### config.mk
export PLATFORM = sky130hd
export DESIGN_NAME = i2c_master_transfer_sequencer_core
export DESIGN_NICKNAME = d
export VERILOG_FILES = /design/src/rtl/i2cms_pkg.sv /design/src/rtl/i2c_master_transfer_sequencer_core.sv
export SDC_FILE = /design/constraint.sdc
export NUM_CORES = 1
export LEC_CHECK = 0
export ABC_AREA = 1
export ABC_CLOCK_PERIOD_IN_PS = 5100
export BUFFER_PORTS_ARGS = -buffer_cell sky130_fd_sc_hd__buf_4
export CAP_MARGIN = 30
export CORE_ASPECT_RATIO = 0.8
export CORE_MARGIN = 1
export CORE_UTILIZATION = 33
export DETAILED_ROUTE_END_ITERATION = 10
export GPL_TIMING_DRIVEN = 1
export MAX_ROUTING_LAYER = met4
export SETUP_SLACK_MARGIN = 0.2
export SLEW_MARGIN = 20
export SYNTH_ARGS = -nofsm -noshare
export SYNTH_HDL_FRONTEND = slang
export SYNTH_SLANG_ARGS = --single-unit
### constraint.sdc
create_clock -name clk -period 5.1 [get_ports clk]
set_clock_uncertainty 0.05 [all_clocks]
set_input_delay 0.51 -clock clk [delete_from_list [all_inputs] [get_ports clk]]
set_output_delay 0.51 -clock clk [all_outputs]
set_load 0.01 [all_outputs]
### src/rtl/i2cms_pkg.sv
// Package with the item types, opcodes and status codes of the I2C transfer sequencer.
`timescale 1ns / 1ps

package i2cms_pkg;

  // Default width of the bytes-left counter.
  localparam int COUNT_BITS_DEFAULT = 16;

  // Read bit in bit 0 of the address byte.
  localparam logic [7:0] READ_BIT = 8'h01;

  // Input item kinds.
  typedef enum logic [1:0] {
    OP_START_READ  = 2'd0,
    OP_START_WRITE = 2'd1,
    OP_BUS_EVENT   = 2'd2,
    OP_ERROR_EVENT = 2'd3
  } i2cms_op_t;

  // Data actions on the result.
  localparam logic [1:0] ACT_NONE  = 2'd0;
  localparam logic [1:0] ACT_DRIVE = 2'd1;
  localparam logic [1:0] ACT_RECV  = 2'd2;

  // Transfer status codes.
  localparam logic [2:0] ST_IDLE    = 3'd0;
  localparam logic [2:0] ST_BUSY    = 3'd1;
  localparam logic [2:0] ST_DONE    = 3'd2;
  localparam logic [2:0] ST_ERROR   = 3'd3;
  localparam logic [2:0] ST_RESTART = 3'd4;

  // One input item.
  typedef struct packed {
    logic [1:0]  opcode;
    logic [6:0]  target_address;
    logic [15:0] byte_count;
    logic        keep_bus;
    logic        flag_start_sent;
    logic        flag_address_sent;
    logic        flag_tx_empty;
    logic        flag_byte_finished;
    logic        flag_rx_full;
    logic [7:0]  data_byte;
    logic        error_fatal;
  } i2cms_in_t;

  // One result item.
  typedef struct packed {
    logic [1:0]  data_action;
    logic [7:0]  data_value;
    logic        request_start;
    logic        request_stop;
    logic        ack_enable;
    logic        soft_reset;
    logic        event_irq_enabled;
    logic        buffer_irq_enabled;
    logic [2:0]  transfer_status;
    logic [15:0] bytes_left;
  } i2cms_out_t;

endpackage

### src/rtl/i2c_master_transfer_sequencer_core.sv
// Top level of the I2C master transfer sequencer: state update and result register.
`timescale 1ns / 1ps
// The block sequences one I2C master transfer. Start commands, bus events and
// error events arrive as transfers on the in channel (in_valid/in_ready); each
// accepted item yields exactly one result on the out channel (out_valid/out_ready)
// carrying the byte to drive or the byte received, the bus requests and the status.
// The state update is one combinational pass from the accepted item and the
// transfer state into the result register, so a result appears in the cycle after
// its item is accepted. The throughput is one item per cycle: in_ready stays
// high while the result register is empty or its result is taken in the same
// cycle. When the receiver stalls, the result holds and in_ready drops until it
// is taken; the state only changes on an accepted item.
// Reset (rst, synchronous) clears all transfer state, the ever-started mark and
// the valid flag of the result register. The bytes-left counter is
// COUNT_BITS wide and saturates at zero on every count-down.
module i2c_master_transfer_sequencer_core
  import i2cms_pkg::*;
#(
  parameter int COUNT_BITS = COUNT_BITS_DEFAULT
) (
  input  logic       clk,
  input  logic       rst,
  input  logic       in_valid,
  output logic       in_ready,
  input  i2cms_in_t  in_item,
  output logic       out_valid,
  input  logic       out_ready,
  output i2cms_out_t out_item
);

  localparam int EXT_BITS = (COUNT_BITS > 16) ? COUNT_BITS : 16;
  localparam logic [COUNT_BITS-1:0] CNT_ONE = COUNT_BITS'(1);

  // Transfer state.
  logic [7:0]            address_byte, address_byte_next;
  logic [COUNT_BITS-1:0] remaining, remaining_next;
  logic                  error_seen, error_seen_next;
  logic                  restart_pending, restart_pending_next;
  logic                  hold_bus, hold_bus_next;
  logic                  ack_on, ack_on_next;
  logic                  event_irq_on, event_irq_on_next;
  logic                  buffer_irq_on, buffer_irq_on_next;
  logic                  ever_started, ever_started_next;

  // Result fields for the accepted item.
  logic [1:0]            action;
  logic [7:0]            value;
  logic                  req_start, req_stop, sw_reset;
  logic [2:0]            status;
  logic [EXT_BITS-1:0]   count_ext;
  logic [EXT_BITS-1:0]   left_ext;
  logic [COUNT_BITS-1:0] rem_dec;
  logic                  accept;

  assign in_ready  = !out_valid || out_ready;
  assign accept    = in_valid && in_ready;
  assign count_ext = EXT_BITS'(in_item.byte_count);
  assign rem_dec   = (remaining != '0) ? remaining - CNT_ONE : remaining;

  // Next state and result for one item.
  always_comb begin
    address_byte_next    = address_byte;
    remaining_next       = remaining;
    error_seen_next      = error_seen;
    restart_pending_next = restart_pending;
    hold_bus_next        = hold_bus;
    ack_on_next          = ack_on;
    event_irq_on_next    = event_irq_on;
    buffer_irq_on_next   = buffer_irq_on;
    ever_started_next    = ever_started;
    action               = ACT_NONE;
    value                = 8'h00;
    req_start            = 1'b0;
    req_stop             = 1'b0;
    sw_reset             = 1'b0;

    case (i2cms_op_t'(in_item.opcode))
      OP_START_READ, OP_START_WRITE: begin
        address_byte_next = {in_item.target_address,
                             (in_item.opcode == OP_START_READ) ? READ_BIT[0] : 1'b0};
        remaining_next       = count_ext[COUNT_BITS-1:0];
        error_seen_next      = 1'b0;
        restart_pending_next = 1'b0;
        ack_on_next          = 1'b1;
        event_irq_on_next    = 1'b1;
        buffer_irq_on_next   = 1'b1;
        ever_started_next    = 1'b1;
        hold_bus_next        = (in_item.opcode == OP_START_WRITE) && in_item.keep_bus;
        req_start            = 1'b1;
      end
      OP_BUS_EVENT: begin
        if (event_irq_on) begin
          if (in_item.flag_start_sent) begin
            action = ACT_DRIVE;
            value  = address_byte;
          end else if (in_item.flag_address_sent) begin
            if ((address_byte & READ_BIT) == 8'h00) begin
              // Write: the first data byte goes out even with a zero count.
              action         = ACT_DRIVE;
              value          = in_item.data_byte;
              remaining_next = rem_dec;
              if (rem_dec == '0) begin
                buffer_irq_on_next = 1'b0;
              end
            end else if (remaining == CNT_ONE) begin
              // Single-byte read: no ack and stop after it.
              ack_on_next = 1'b0;
              req_stop    = 1'b1;
            end
          end else if (in_item.flag_tx_empty) begin
            if (in_item.flag_byte_finished) begin
              // Write complete: stop, or leave the bus held for a repeated start.
              if (hold_bus) begin
                hold_bus_next        = 1'b0;
                restart_pending_next = 1'b1;
              end else begin
                req_stop = 1'b1;
              end
              event_irq_on_next  = 1'b0;
              buffer_irq_on_next = 1'b0;
            end else if (remaining != '0) begin
              action         = ACT_DRIVE;
              value          = in_item.data_byte;
              remaining_next = rem_dec;
              if (rem_dec == '0) begin
                buffer_irq_on_next = 1'b0;
              end
            end
          end else if (in_item.flag_rx_full) begin
            action         = ACT_RECV;
            value          = in_item.data_byte;
            remaining_next = rem_dec;
            if (rem_dec == CNT_ONE) begin
              ack_on_next = 1'b0;
              req_stop    = 1'b1;
            end else if (rem_dec == '0) begin
              event_irq_on_next  = 1'b0;
              buffer_irq_on_next = 1'b0;
            end
          end
        end
      end
      default: begin
        // Error event: handled even with notifications off.
        if (in_item.error_fatal) begin
          sw_reset = 1'b1;
        end else begin
          req_stop = 1'b1;
        end
        error_seen_next    = 1'b1;
        event_irq_on_next  = 1'b0;
        buffer_irq_on_next = 1'b0;
      end
    endcase

    // Status after the update.
    if (error_seen_next) begin
      status = ST_ERROR;
    end else if (restart_pending_next) begin
      status = ST_RESTART;
    end else if (event_irq_on_next) begin
      status = ST_BUSY;
    end else if (ever_started_next) begin
      status = ST_DONE;
    end else begin
      status = ST_IDLE;
    end
  end

  assign left_ext = EXT_BITS'(remaining_next);

  // State and result register.
  always_ff @(posedge clk) begin
    if (rst) begin
      address_byte    <= 8'h00;
      remaining       <= '0;
      error_seen      <= 1'b0;
      restart_pending <= 1'b0;
      hold_bus        <= 1'b0;
      ack_on          <= 1'b0;
      event_irq_on    <= 1'b0;
      buffer_irq_on   <= 1'b0;
      ever_started    <= 1'b0;
      out_valid       <= 1'b0;
    end else begin
      if (accept) begin
        address_byte    <= address_byte_next;
        remaining       <= remaining_next;
        error_seen      <= error_seen_next;
        restart_pending <= restart_pending_next;
        hold_bus        <= hold_bus_next;
        ack_on          <= ack_on_next;
        event_irq_on    <= event_irq_on_next;
        buffer_irq_on   <= buffer_irq_on_next;
        ever_started    <= ever_started_next;
        out_valid       <= 1'b1;
      end else if (out_ready) begin
        out_valid <= 1'b0;
      end
    end
  end

  // Result payload, loaded on each accepted item.
  always_ff @(posedge clk) begin
    if (accept) begin
      out_item.data_action        <= action;
      out_item.data_value         <= value;
      out_item.request_start      <= req_start;
      out_item.request_stop       <= req_stop;
      out_item.ack_enable         <= ack_on_next;
      out_item.soft_reset         <= sw_reset;
      out_item.event_irq_enabled  <= event_irq_on_next;
      out_item.buffer_irq_enabled <= buffer_irq_on_next;
      out_item.transfer_status    <= status;
      out_item.bytes_left         <= left_ext[15:0];
    end
  end

endmodule

== Word-level counts from Yosys, hierarchy flattened ==
Index checks and enable logic that the tools add are counted.
W data, S select, Z words.

* Input bits: 44
* Register bits after elaboration: 67
* Logic and storage cells: 137

* Add/sub/neg operators: 1
* Equality and inequality tests: 9
* Bitwise logic cells: 2
* Reduce and logical (&&, ||, !) cells: 16
* Muxes and demuxes: 88

{| class="wikitable"
|+ Operators by type and width
! operator !! count
|-
| $mux W16 || 9
|-
| $mux W1 || 58
|-
| $mux W8 || 7
|-
| $eq A16 B1 Y1 const B || 2
|-
| $pmux W16 S2 || 1
|-
| $logic_not A16 Y1 || 1
|-
| $reduce_bool A16 Y1 || 1
|-
| $sub A16 B1 Y16 const B || 1
|-
| $pmux W1 S2 || 7
|-
| $mux W2 || 5
|-
| $ne A2 B2 Y1 const B || 5
|-
| $logic_not A8 Y1 || 1
|-
| $reduce_and A7 Y1 || 1
|-
| $reduce_or A3 Y1 || 2
|-
| $reduce_and A2 Y1 || 2
|-
| $reduce_bool A2 Y1 || 2
|-
| $mux W3 || 1
|-
| $eq A2 B1 Y1 const B || 1
|-
| $eq A2 B2 Y1 const B || 1
|-
| $logic_and A1 B1 Y1 || 2
|-
| $logic_not A2 Y1 || 1
|-
| $not A1 Y1 || 2
|-
| $reduce_or A2 Y1 || 1
|-
| $logic_not A1 Y1 || 1
|-
| $logic_or A1 B1 Y1 || 1
|}

== Depth between registers and ports, before layout ==
Gate-level depths: netlist of the first run.

* Depth in word-level cells: 13
* Gate-level depth with buffers: 17

== Least setup slack after synthesis of the first run ==
No wires, ideal clock.

* Kind: input to register
* Start: input out_ready
* End: register error_seen
* Stages on the path: 6
* Data arrival time: 2.141 ns
* Setup slack: 2.752 ns
* Library setup time: 0.156 ns
* Data required time: 4.894 ns
* Path through: inv_1 -> nand2_1 -> nand2_1 -> clkinv_1 -> o21ai_0 -> a21oi_1

* Word-level cells in the longest chain between the ends: 2

{| class="wikitable"
|+ RTL lines
! what !! RTL line !! source
|-
| start, declared || i2c_master_transfer_sequencer_core.sv:27 || <nowiki>input logic out_ready,</nowiki>
|-
| $logic_or A1 B1 Y1 || i2c_master_transfer_sequencer_core.sv:55 || <nowiki>assign in_ready = !out_valid || out_ready;</nowiki>
|-
| net in_ready || i2c_master_transfer_sequencer_core.sv:24 || <nowiki>output logic in_ready,</nowiki>
|-
| $logic_and A1 B1 Y1 || i2c_master_transfer_sequencer_core.sv:56 || <nowiki>assign accept = in_valid && in_ready;</nowiki>
|-
| net accept || i2c_master_transfer_sequencer_core.sv:53 || <nowiki>logic accept;</nowiki>
|-
| end signal, assigned || i2c_master_transfer_sequencer_core.sv:189 || <nowiki>error_seen <= error_seen_next;</nowiki>
|-
| end, declared || i2c_master_transfer_sequencer_core.sv:37 || <nowiki>logic error_seen, error_seen_next;</nowiki>
|}

The timed path passes the listed nets, and every way through them passes these cells.
A chain may end at the register's enable or synchronous reset.

== Worst setup path after layout of the first run ==
* Start: register remaining[1]
* End: register out_item[19] in the netlist's numbering (data pin)

* Word-level cells in the longest chain between the ends: 11
* Elaborated cells on any way between the ends: 16
* Those cells by class: add/sub: 1; eq/ne: 1; mux: 12; reduce/logical: 2

{| class="wikitable"
|+ RTL lines
! what !! RTL line !! source
|-
| start, declared || i2c_master_transfer_sequencer_core.sv:36 || <nowiki>logic [COUNT_BITS-1:0] remaining, remaining_next;</nowiki>
|-
| start signal, assigned || i2c_master_transfer_sequencer_core.sv:188 || <nowiki>remaining <= remaining_next;</nowiki>
|-
| $sub A16 B1 Y16 / $reduce_bool A16 Y1 (equally long branches) || i2c_master_transfer_sequencer_core.sv:58, i2c_master_transfer_sequencer_core.sv:121 ||
|-
| $mux W16 || i2c_master_transfer_sequencer_core.sv:58 || <nowiki>assign rem_dec = (remaining != '0) ? remaining - CNT_ONE : remaining;</nowiki>
|-
| $logic_not A16 Y1 || i2c_master_transfer_sequencer_core.sv:102, i2c_master_transfer_sequencer_core.sv:125, i2c_master_transfer_sequencer_core.sv:136 ||
|-
| $mux W1 || i2c_master_transfer_sequencer_core.sv:102, i2c_master_transfer_sequencer_core.sv:125, i2c_master_transfer_sequencer_core.sv:136 ||
|-
| $mux W1, on equally long branches || i2c_master_transfer_sequencer_core.sv:133, i2c_master_transfer_sequencer_core.sv:121 ||
|-
| $mux W1, on equally long branches || i2c_master_transfer_sequencer_core.sv:129, i2c_master_transfer_sequencer_core.sv:111 ||
|-
| $mux W1 || i2c_master_transfer_sequencer_core.sv:110 || <nowiki>end else if (in_item.flag_tx_empty) begin</nowiki>
|-
| $mux W1 * || i2c_master_transfer_sequencer_core.sv:96 || <nowiki>end else if (in_item.flag_address_sent) begin</nowiki>
|-
| $mux W1 * || i2c_master_transfer_sequencer_core.sv:93 || <nowiki>if (in_item.flag_start_sent) begin</nowiki>
|-
| $mux W1 * || i2c_master_transfer_sequencer_core.sv:92 || <nowiki>if (event_irq_on) begin</nowiki>
|-
| $pmux W1 S2 * || i2c_master_transfer_sequencer_core.sv:77 || <nowiki>case (i2cms_op_t'(in_item.opcode))</nowiki>
|-
| net buffer_irq_on_next || i2c_master_transfer_sequencer_core.sv:42 || <nowiki>logic buffer_irq_on, buffer_irq_on_next;</nowiki>
|-
| end, declared || i2c_master_transfer_sequencer_core.sv:28 || <nowiki>output i2cms_out_t out_item</nowiki>
|}

The timed path passes the listed nets; every way through them passes the cells marked *.

==> summary.txt, run 1 <==
Status
  • Status: complete, but fails checks
  • Failing checks: design-rule violations

Layout
  • Number of diodes: 0
  • Commonest non-fill, non-tap cells in the layout: nand2_1 (110), buf_4 (83), inv_1 (69), o21ai_0 (57), a21oi_1 (49)
  • Layout cells sized above 1: 0.2114
  • P&R area growth vs syn: 25.55%
  • Most common cell after layout, fill and taps aside: nand2_1
  • Final Instance Area: between 0.005 and 0.006 sq mm
  • Final net count: 658

Floorplan
  • Die Wd: between 100 and 150 microns
  • Die H: between 100 and 150 microns
  • Full die area: around 0.013 sq mm
  • Core ar.: between 0.01 and 0.015 sq mm
  • Io pins: between 80 and 90
  • Row Count: 35
  • Initial Util: 0.3422

Worst setup path
  • CP endpoint kind: flop
  • Max incr delay on CP: approximately 0.36 ns
  • Crit Path Max Fanout: 6
  • Most frequent CP cell: nand2_1
  • CP required: between 5 and 6 ns
  • Ordered cell list for the critical path: inv_1 > ha_1 > inv_1 > nor2_2 > nand2_1 > nand3_1 > nand2_1 > nor2_2 > inv_1 > nor2_2 > nand3_2 > nand2_2 > nand3_1 > nand2_1 > nand2_1 > nand2_1 > inv_1
  • Startpoint types: flop
  • Crit path DAT: roughly 2.7 ns
  • CP max stage cell: dfxtp_1
  • Crit path kind: flop to flop

Synth
  • Largest family of logic cells by synthesized area: simple AND/OR/NAND/NOR gates
  • Syn_area_per_cell: about 7.4 sq um
  • Simple-Gate Fraction of Synth Area: 0.2445
  • Yosys warns: 0
  • Post-synthesis adder-cell area fraction: 0.01255
  • XOR/XNOR Fraction of Synth Area: 0.006591
  • Synth Flop Type: edfxtp_1
  • Yosys reg bits: 67
  • Sequential share of the synthesized area: 0.4244
  • Post-synth top area share: 0.2637
  • Post-synth EDFFs: 35
  • Cells after Synth: ~540
  • Yosys top cell by area: edfxtp_1
  • Mapped Area: between 0.003 and 0.004 sq mm
  • Post-synthesis mux area share: 0
  • Yosys cell types: 33
  • Mapped Nets: approximately 580
  • Synth top area cells: edfxtp_1 (26%), dfxtp_1 (16%), nand2_1 (10%), o21ai_0 (7.2%), inv_1 (6.5%)
  • Compound-gate portion of the synthesized area: 0.2163
  • Fraction of registers with async set or reset after synthesis: 0

CTS
  • Cts repair resizes: 0
  • # H-tree levels: 3
  • Sink Count: 67
  • Buffer depth of the longest clock path: 2
  • CTS tree: done
  • Post-CTS setup buffer count: 0
  • Clk Latency, worst-skew pair: 0.34 ns
  • Cts bufs inserted: 9
  • Hold_buf cts: 0
  • Root Buffer: clkbuf_16
  • Clk slew on worst S/H paths: 0.06 ns

Power
  • Worst vdd ir: about 0.15 mV
  • P per Cell Area: about 320 mW/mm^2
  • Register share of total power: 0.398
  • Sw frac: 0.3055
  • Comb power frac: 0.211
  • Psw: approximately 490 uW
  • Clock Power Share: 0.391
  • Pint: 1115 uW
  • Leak: ~0.0022 uW

Drt
  • WL final: roughly 12,000 microns
  • Drt drc: 6
  • Remaining antenna violation count: 0
  • Vias/cell: ~5.2
  • DR vias: 3,980
  • Detailed Routing Iterations Pass 1: 10
  • Initial DRC Count: about 280
  • Wire per inst: about 15 microns

Timing
  • Slew headroom: 0.4298
  • Setup TNS Final: 0 ns
  • Final setup violation count: 0
  • Hold Vio Cnt, Final: 0
  • Period Utilization, post-route: 0.5288
  • Slew Viols, Final: 0
  • Crit path time final: 2.697 ns
  • RSZ-0062 raised after global routing: false
  • Worst-margin pin slew: between 0.8 and 0.9 ns
  • Achievable Freq: 370.8 MHz

Run
  • Max Cap Violations: 0

Global routing
  • Vias in the first global route: approximately 3.8k
  • Largest net degree at the start of global routing: 36
  • Initial antenna violation count: 0
  • First-pass GRT wire length: slightly below 20,000 microns
  • GRT Util Overall: 0.2042
  • Remaining Overflow, GRT: 0

Place
  • Dpl hpwl: 8532 microns
  • Placed cell areas: around 0.0047 sq mm
  • PortBufs: 80
  • RePlAce Congestion: just over 0.9

Min path
  • Hold WC Path Type: primary input to flop
[kinds of logic after synthesis]
group / count (synthesis)
AO/OA/AOI/OAI: 150
buffers and inverters: 97
AND/OR/NAND/NOR: 215
XOR/XNOR: 3
flip-flops: 67
adder cells (fa/ha/maj): 4
[path summary, 6_finish.rpt]
check | startpoint | to | slack (ns) | cells after the start
worst max-delay path | remaining[1]$_SDFFE_PP0P_ | out_item[19]$_DFFE_PP_ | 2.40 | 17
worst min register to register | address_byte[6]$_SDFFE_PP0P_ | address_byte[6]$_SDFFE_PP0P_ | 0.42 | 2
worst max register to register | remaining[1]$_SDFFE_PP0P_ | out_item[19]$_DFFE_PP_ | 2.40 | 17
worst min-delay path | in_item[31] | address_byte[1]$_SDFFE_PP0P_ | 0.36 | 3
[layer usage]
metal  GRT usage  wire length [microns]  vias up
met5           -                      0        -
met4     0.06285                    134        0
met3     0.05224                    885       14
met2      0.2930                   4935      149
met1      0.2807                   5786     1861
li1            -                      -     1956
[registers in the layout, summed over array words and instances, names as in the netlist]
register         flops
ack_on               1
address_byte         8
buffer_irq_on        1
error_seen           1
event_irq_on         1
ever_started         1
hold_bus             1
out_item            35
out_valid            1
remaining           16
restart_pending      1
[worst max-delay path, delay by kind of cell, from the launching register on]
kind	cells	cell delay (ns)
fa+ha+maj	1	0.34
buf+inv	4	0.44
flops	1	0.36
simple gates	12	1.26
[synthesized netlist by cell type, types with 6 or more instances]
cell type  instances
inv_1             69
edfxtp_1          35
inv_2              7
a21oi_1           49
dfxtp_1           32
a31oi_1            6
o211ai_1          17
nor2_4             6
nor2_1            42
nand3_1           38
o21ai_0           57
nand2_1          110
a211oi_1           7
clkbuf_1          15
[power by group through the flow]
stage | Sequential, uW | Clock (uW) | Combinational (uW)
after CTS | 639 | 641 | 337
after global placement | 650 | 0 | 331
after floorplan | 654 | 0 | 211
after detailed placement | 649 | 0 | 335
final | 639 | 627 | 339
after global routing | 644 | 662 | 382
[final cells by class]
type	instances	area, sq um
fill	1178	6644
multi-input combinational	372	1913
sequential	67	1692
timing repair buffer	83	623.1
inverter	77	289.0
clock buffer	9	225.2
clock inverter	7	77.57
tap	148	185.2
[through the flow]
step	util	power, uW	std cells	worst slack, ns	hold slack (ns)
floorplan	-	864.3	536	2.752	0.3796
finish	0.4296	1606	763	2.403	0.3598
CTS	0.4296	1617	763	2.446	0.3551
detailed placement	0.4037	984.6	747	2.337	0.4044
global placement	0.4037	981.2	747	2.423	0.4011
global route	0.4296	1688	763	2.148	0.3765
Note: power is estimated with default switching activity, not from simulation.
==> run 2, diff against run 1 <==
Settings changed: ABC_CLOCK_PERIOD_IN_PS 5100 to 2200.
Clock period 5.1 ns to 2.2 ns, I/O delays scaled along.
==> run 2 against run 1 <==
Effect of this change:
- the run ends with design-rule violations, negative setup slack left
- design area up 20%
- die area unchanged
- setup slack worse by 2.5 ns
- final cell count up 9.6%
- combinational power rose to 3.4 times the previous value
- sequential share of layout area down 5.3 points
- critical endpoint unchanged
- largest cell class unchanged
- highest routed layer unchanged
==> summary.txt, run 2 (synthesis gave the netlist of run 1 again) <==
Status
  • Status: complete, but fails checks
  • Failing checks: design-rule violations, negative setup slack

Floorplan
  • Die Wd: about 120 microns
  • Die H: roughly 100 microns
  • Row Count: 35
  • Io pins: 81
  • Full die area: 0.01253 sq mm
  • Core ar.: 0.01165 sq mm
  • Initial Util: 0.3422

Drt
  • Vias/cell: slightly above 5
  • DR vias: 4,256
  • WL final: around 13,000 microns
  • Initial DRC Count: 269
  • Detailed Routing Iterations Pass 1: 9
  • Wire per inst: between 15 and 20 microns
  • Remaining antenna violation count: 0
  • Drt drc: 10

Global routing
  • Met2 global-route usage: 0.3176
  • GRT Util Overall: 0.2233
  • Initial antenna violation count: 0
  • Met1 Use GR: 0.3146
  • Grt met3 use: 0.05330
  • Vias in the first global route: 4,025
  • Remaining Overflow, GRT: 0
  • First-pass GRT wire length: between 20,000 and 25,000 microns
  • Top Usage Layer GRT: met2
  • Largest net degree at the start of global routing: 32

Place
  • RePlAce Congestion: 0.8826
  • Dpl hpwl: about 9600 microns
  • PortBufs: 80

Run
  • Max Cap Violations: 0

CTS
  • Clk Latency, worst-skew pair: approximately 0.35 ns
  • CTS tree: done
  • Root Buffer: clkbuf_16
  • Cts bufs inserted: 9
  • Clk slew on worst S/H paths: 0.06 ns
  • Sink Count: between 60 and 70
  • # H-tree levels: 3
  • Hold_buf cts: 0
  • Buffer depth of the longest clock path: 2

Worst setup path
  • CP endpoint kind: flop
  • Crit path DAT: 2.34 ns
  • Ordered cell list for the critical path: inv_4 > ha_4 > nand2_4 > nor2_4 > nand2_8 > buf_6 > nand3_2 > nand2_2 > nor2_4 > inv_2 > nor2_4 > nand3_2 > nand2_2 > nand3_2 > nand2_1 > nand2_1 > nand2_2 > inv_2
  • R2R Setup Slk: -0.08 ns
  • R2R depth: 18
  • CP Buf/Inv Count: 4
  • Crit Path Max Fanout: 6
  • R2r endpoint: out_item[19]$_DFFE_PP_
  • Worst flop-to-flop path startpoint: remaining[1]$_SDFFE_PP0P_
  • Max incr delay on CP: between 0.3 and 0.4 ns
  • Crit path kind: flop to flop
  • Startpoint types: flop
  • Delay-heaviest family, CP: simple AND/OR/NAND/NOR gates
  • CP max stage cell: dfxtp_4
  • CP required: 2.26 ns

Timing
  • Hold Vio Cnt, Final: 0
  • Period Utilization, post-route: 1.037
  • Achievable Freq: 438.3 MHz
  • RSZ-0062 raised after global routing: true
  • Setup ws final: -0.08178 ns
  • Setup TNS Final: -0.7729 ns
  • Crit path time final: 2.282 ns
  • Worst-margin pin slew: 0.4697 ns
  • Slew headroom: 0.6861
  • Slew Viols, Final: 0
  • Final setup violation count: 22

Layout
  • # fillers: between 1k and 1.5k
  • Biggest regs: out_item x35, remaining x16, address_byte x8
  • Most common cell after layout, fill and taps aside: buf_4
  • Largest register FFs: 35
  • Commonest non-fill, non-tap cells in the layout: buf_4 (142), nand2_1 (96), inv_1 (64), a21oi_1 (47), edfxtp_1 (35)
  • Final net count: between 700 and 800
  • Layout cells sized above 1: 0.3983
  • P&R area growth vs syn: 50.60%
  • Number of diodes: 0
  • Final core utilization: 0.5154
  • Biggest register: out_item

Min path
  • WHS Endpoint: address_byte[1]$_SDFFE_PP0P_
  • Hold Startpoint: in_item[31]
  • Hold WC Path Type: primary input to flop
  • Hold depth: 3

Power
  • P per Cell Area: approximately 710 mW/mm^2
  • Leak: 0.002689 uW
  • Worst vdd ir: about 0.47 mV
[run 2: per-stage QoR]
step	total power, uW	area, sq um	setup slack (ns)	cells	hold slack (ns)
6_report	4253	6003	-0.08178	836	0.06827
5_1_grt	4434	6003	-0.2199	836	0.07383
4_1_cts	4128	5625	-0.03625	822	0.06702
3_5_place_dp	2474	5229	-0.06980	805	0.4073
3_3_place_gp	2466	5229	-0.08600	805	0.3991
2_1_floorplan	2023	4053	0.2006	536	0.3049
[run 2: layout make-up]
cell class              instances  area (sq um)  share of cell area
well taps                     148         185.2             0.03085
inverters                      77         297.8             0.04960
clock inverters                 4         72.57             0.01209
clock buffers                  12         256.5             0.04273
flip-flops and latches         67          1709              0.2847
multi-input cells             372          2237              0.3727
repair buffers                156          1245              0.2074
[run 2: timing repair]
action | CTS | global route
pin swaps | 2 | 38
hold endpoints to repair | 0 | 0
setup endpoints to repair | 41 | 49
setup buffers | 1 | 14
resized for setup | 25 | 95
[run 2: power by group]
part,switching [uW],internal (uW)
clock network,567,1050
logic,653,505
registers,56.2,1420
[run 2: how the worst max path moves through the flow]
stage                              to                 startpoint  slack (ns)  cells past startpoint
3_3_place_gp   out_item[19]$_DFFE_PP_  remaining[5]$_SDFFE_PP0P_       -0.09                     15
5_1_grt        out_item[19]$_DFFE_PP_  remaining[1]$_SDFFE_PP0P_       -0.22                     18
6_report       out_item[19]$_DFFE_PP_  remaining[1]$_SDFFE_PP0P_       -0.08                     18
3_5_place_dp   out_item[19]$_DFFE_PP_  remaining[1]$_SDFFE_PP0P_       -0.07                     17
4_1_cts        out_item[19]$_DFFE_PP_  remaining[1]$_SDFFE_PP0P_       -0.04                     17
2_1_floorplan  out_item[19]$_DFFE_PP_  remaining[1]$_SDFFE_PP0P_        0.20                     17
[run 2: per-layer routing]
layer,up-vias,wire [microns]
li1,2113,-
met1,1989,6776
met2,136,5585
met3,18,879
met4,0,174
met5,-,0
[run 2: worst min-delay path, cell delays in order]
cell and delay, ns:
buf_4 0.08, nor2_1 0.03, nor2_1 0.09
==> run 3, diff against run 2 <==
Settings changed: CORE_ASPECT_RATIO 0.8 to 0.75.
==> run 3 against run 2 <==
Effect of this change:
- the run ends with negative setup slack left
- core utilization decreased by 0.91 points
- die area about the same
- via count about the same
- design area decreased by 1.3%
==> summary.txt, run 3 (synthesis gave the netlist of run 1 again) <==
Status
  • Failing checks: negative setup slack
  • Status: complete, but fails checks

Global routing
  • Vias in the first global route: slightly above 4k
  • Remaining Overflow, GRT: 0
  • Initial antenna violation count: 0
  • Largest net degree at the start of global routing: 33
  • First-pass GRT wire length: between 20,000 and 25,000 microns
  • GRT Util Overall: 0.2266

CTS
  • CTS tree: done
  • # H-tree levels: 3
  • Root Buffer: clkbuf_16
  • Cts bufs inserted: 9
  • Sink Count: 67
  • Buffer depth of the longest clock path: 2
  • Clk Latency, worst-skew pair: 0.34 ns
  • Clk slew on worst S/H paths: approximately 0.06 ns

Timing
  • Crit path time final: roughly 2.3 ns
  • Slew Viols, Final: 0
  • Worst-margin pin slew: roughly 0.48 ns
  • Final setup violation count: 6
  • Achievable Freq: between 400 and 500 MHz
  • Setup ws final: -0.08896 ns
  • Setup TNS Final: -0.4333 ns
  • Slew headroom: 0.6806
  • Hold Vio Cnt, Final: 0
  • Period Utilization, post-route: 1.040
  • RSZ-0062 raised after global routing: true

Worst setup path
  • CP required: ~2.2 ns
  • Delay-heaviest family, CP: simple AND/OR/NAND/NOR gates
  • CP max stage cell: dfxtp_2
  • CP Buf/Inv Count: 2
  • Crit path DAT: roughly 2.3 ns
  • Startpoint types: flop
  • CP endpoint kind: flop
  • Max incr delay on CP: 0.33 ns
  • Ordered cell list for the critical path: buf_6 > nor2_4 > nand2_2 > nor2_4 > buf_6 > nand2_8 > nand3_2 > nand4_1 > nor2_4 > nand3_2 > nand2_2 > nand3_2 > nand2_4 > a31oi_1
  • Crit path kind: flop to flop
  • Crit Path Max Fanout: 6

Floorplan
  • Row Count: 34
  • Core ar.: 0.01170 sq mm
  • Initial Util: 0.3407
  • Io pins: around 80
  • Full die area: between 0.01 and 0.015 sq mm
  • Die H: 97.19 microns
  • Die Wd: 128.9 microns

Place
  • Dpl hpwl: between 9000 and 10,000 microns
  • PortBufs: 80
  • Dpl ws: -0.08283 ns
  • RePlAce Congestion: slightly above 0.9

Layout
  • Biggest register: out_item
  • Final core utilization: 0.5063
  • Number of diodes: 0
  • Largest register FFs: 35
  • Most common cell after layout, fill and taps aside: buf_4
  • # fillers: 1,159
  • Final net count: about 730
  • P&R area growth vs syn: 48.59%
  • Biggest regs: out_item x35, remaining x16, address_byte x8
  • Layout cells sized above 1: 0.3812
  • Commonest non-fill, non-tap cells in the layout: buf_4 (140), nand2_1 (100), inv_1 (65), a21oi_1 (42), edfxtp_1 (35)

Power
  • P per Cell Area: approximately 700 mW/mm^2
  • Worst vdd ir: roughly 0.42 mV
  • Leak: 0.002633 uW
  • Tot Pwr: 4162 uW

Run
  • Max Cap Violations: 0

Min path
  • Hold WC Path Type: primary input to flop

Drt
  • Initial DRC Count: around 270
  • WL final: 13,200 microns
  • Remaining antenna violation count: 0
  • DR vias: about 4.3k
  • Wire per inst: 15.64 microns
  • Drt drc: 0
  • Vias/cell: 5.046
  • Detailed Routing Iterations Pass 1: 5
==> run 3: cell count changes in the layout (fill, tap and decap cells not counted), sizes merged <==
cell / before / now
buf: 156 / 147
bufinv: 2 / 1
clkbuf: 12 / 10
clkinv: 2 / 3
inv: 76 / 78
nand2: 116 / 119
==> run 3: layer usage <==
layer	vias up	global-route usage	routed length, microns	share of wire
met3	16	0.05176	825	0.062
met1	1998	0.3331	6716	0.51
met4	0	0.06516	182	0.014
met2	143	0.3048	5480	0.42
li1	2102	-	-	-
met5	-	-	0	0
==> run 3: path summary, 6_finish.rpt <==
check        slack (ns)  cells after the start                          from                            to
max               -0.09                     14     remaining[3]$_SDFFE_PP0P_    out_item[16]$_SDFFCE_PP1P_
min                0.06                      3                   in_item[31]  address_byte[1]$_SDFFE_PP0P_
max reg2reg       -0.09                     14     remaining[3]$_SDFFE_PP0P_    out_item[16]$_SDFFCE_PP1P_
min reg2reg        0.41                      2  address_byte[6]$_SDFFE_PP0P_  address_byte[6]$_SDFFE_PP0P_
==> run 3: final cells by class <==
type	count	area, sq um	share of cell area
sequential	67	1703	0.2875
multi-input combinational	375	2253	0.3804
clock inverter	6	68.82	0.01162
clock buffer	10	250.2	0.04225
tap	162	202.7	0.03422
inverter	77	297.8	0.05027
timing repair buffer	147	1147	0.1937
==> run 3: repair_timing <==
action	4_1_cts	5_1_grt
setup endpoints to repair	35	49
endpoints found under the hold margin	0	0
pin swaps	8	31
gates cloned	3	0
hold buffers	0	0
resized for setup	35	63
setup buffers	6	4
==> run 3: worst register-to-register path, cell delays in order, from the launching register on <==
cell and delay (ns):
dfxtp_2 0.33, buf_6 0.12, nor2_4 0.17, nand2_2 0.09, nor2_4 0.14, buf_6 0.16, nand2_8 0.09, nand3_2 0.08
nand4_1 0.16, nor2_4 0.17, nand3_2 0.09, nand2_2 0.09, nand3_2 0.10, nand2_4 0.10, a31oi_1 0.07
==> run 3: where the power goes <==
group          total [uW]  leakage (uW)  switching [uW]  internal (uW)
Sequential           1470      0.000615            54.0           1420
Clock                1540      0.000155             584            954
Combinational        1150       0.00186             661            491
==> run 3: through the flow <==
stage	instance area, sq um	cells	hold slack [ns]
floorplan	4053	536	0.3049
detailed placement	5204	815	0.4002
global placement	5204	815	0.3928
CTS	5689	840	0.05683
finish	5923	844	0.06008
global route	5923	844	0.06899
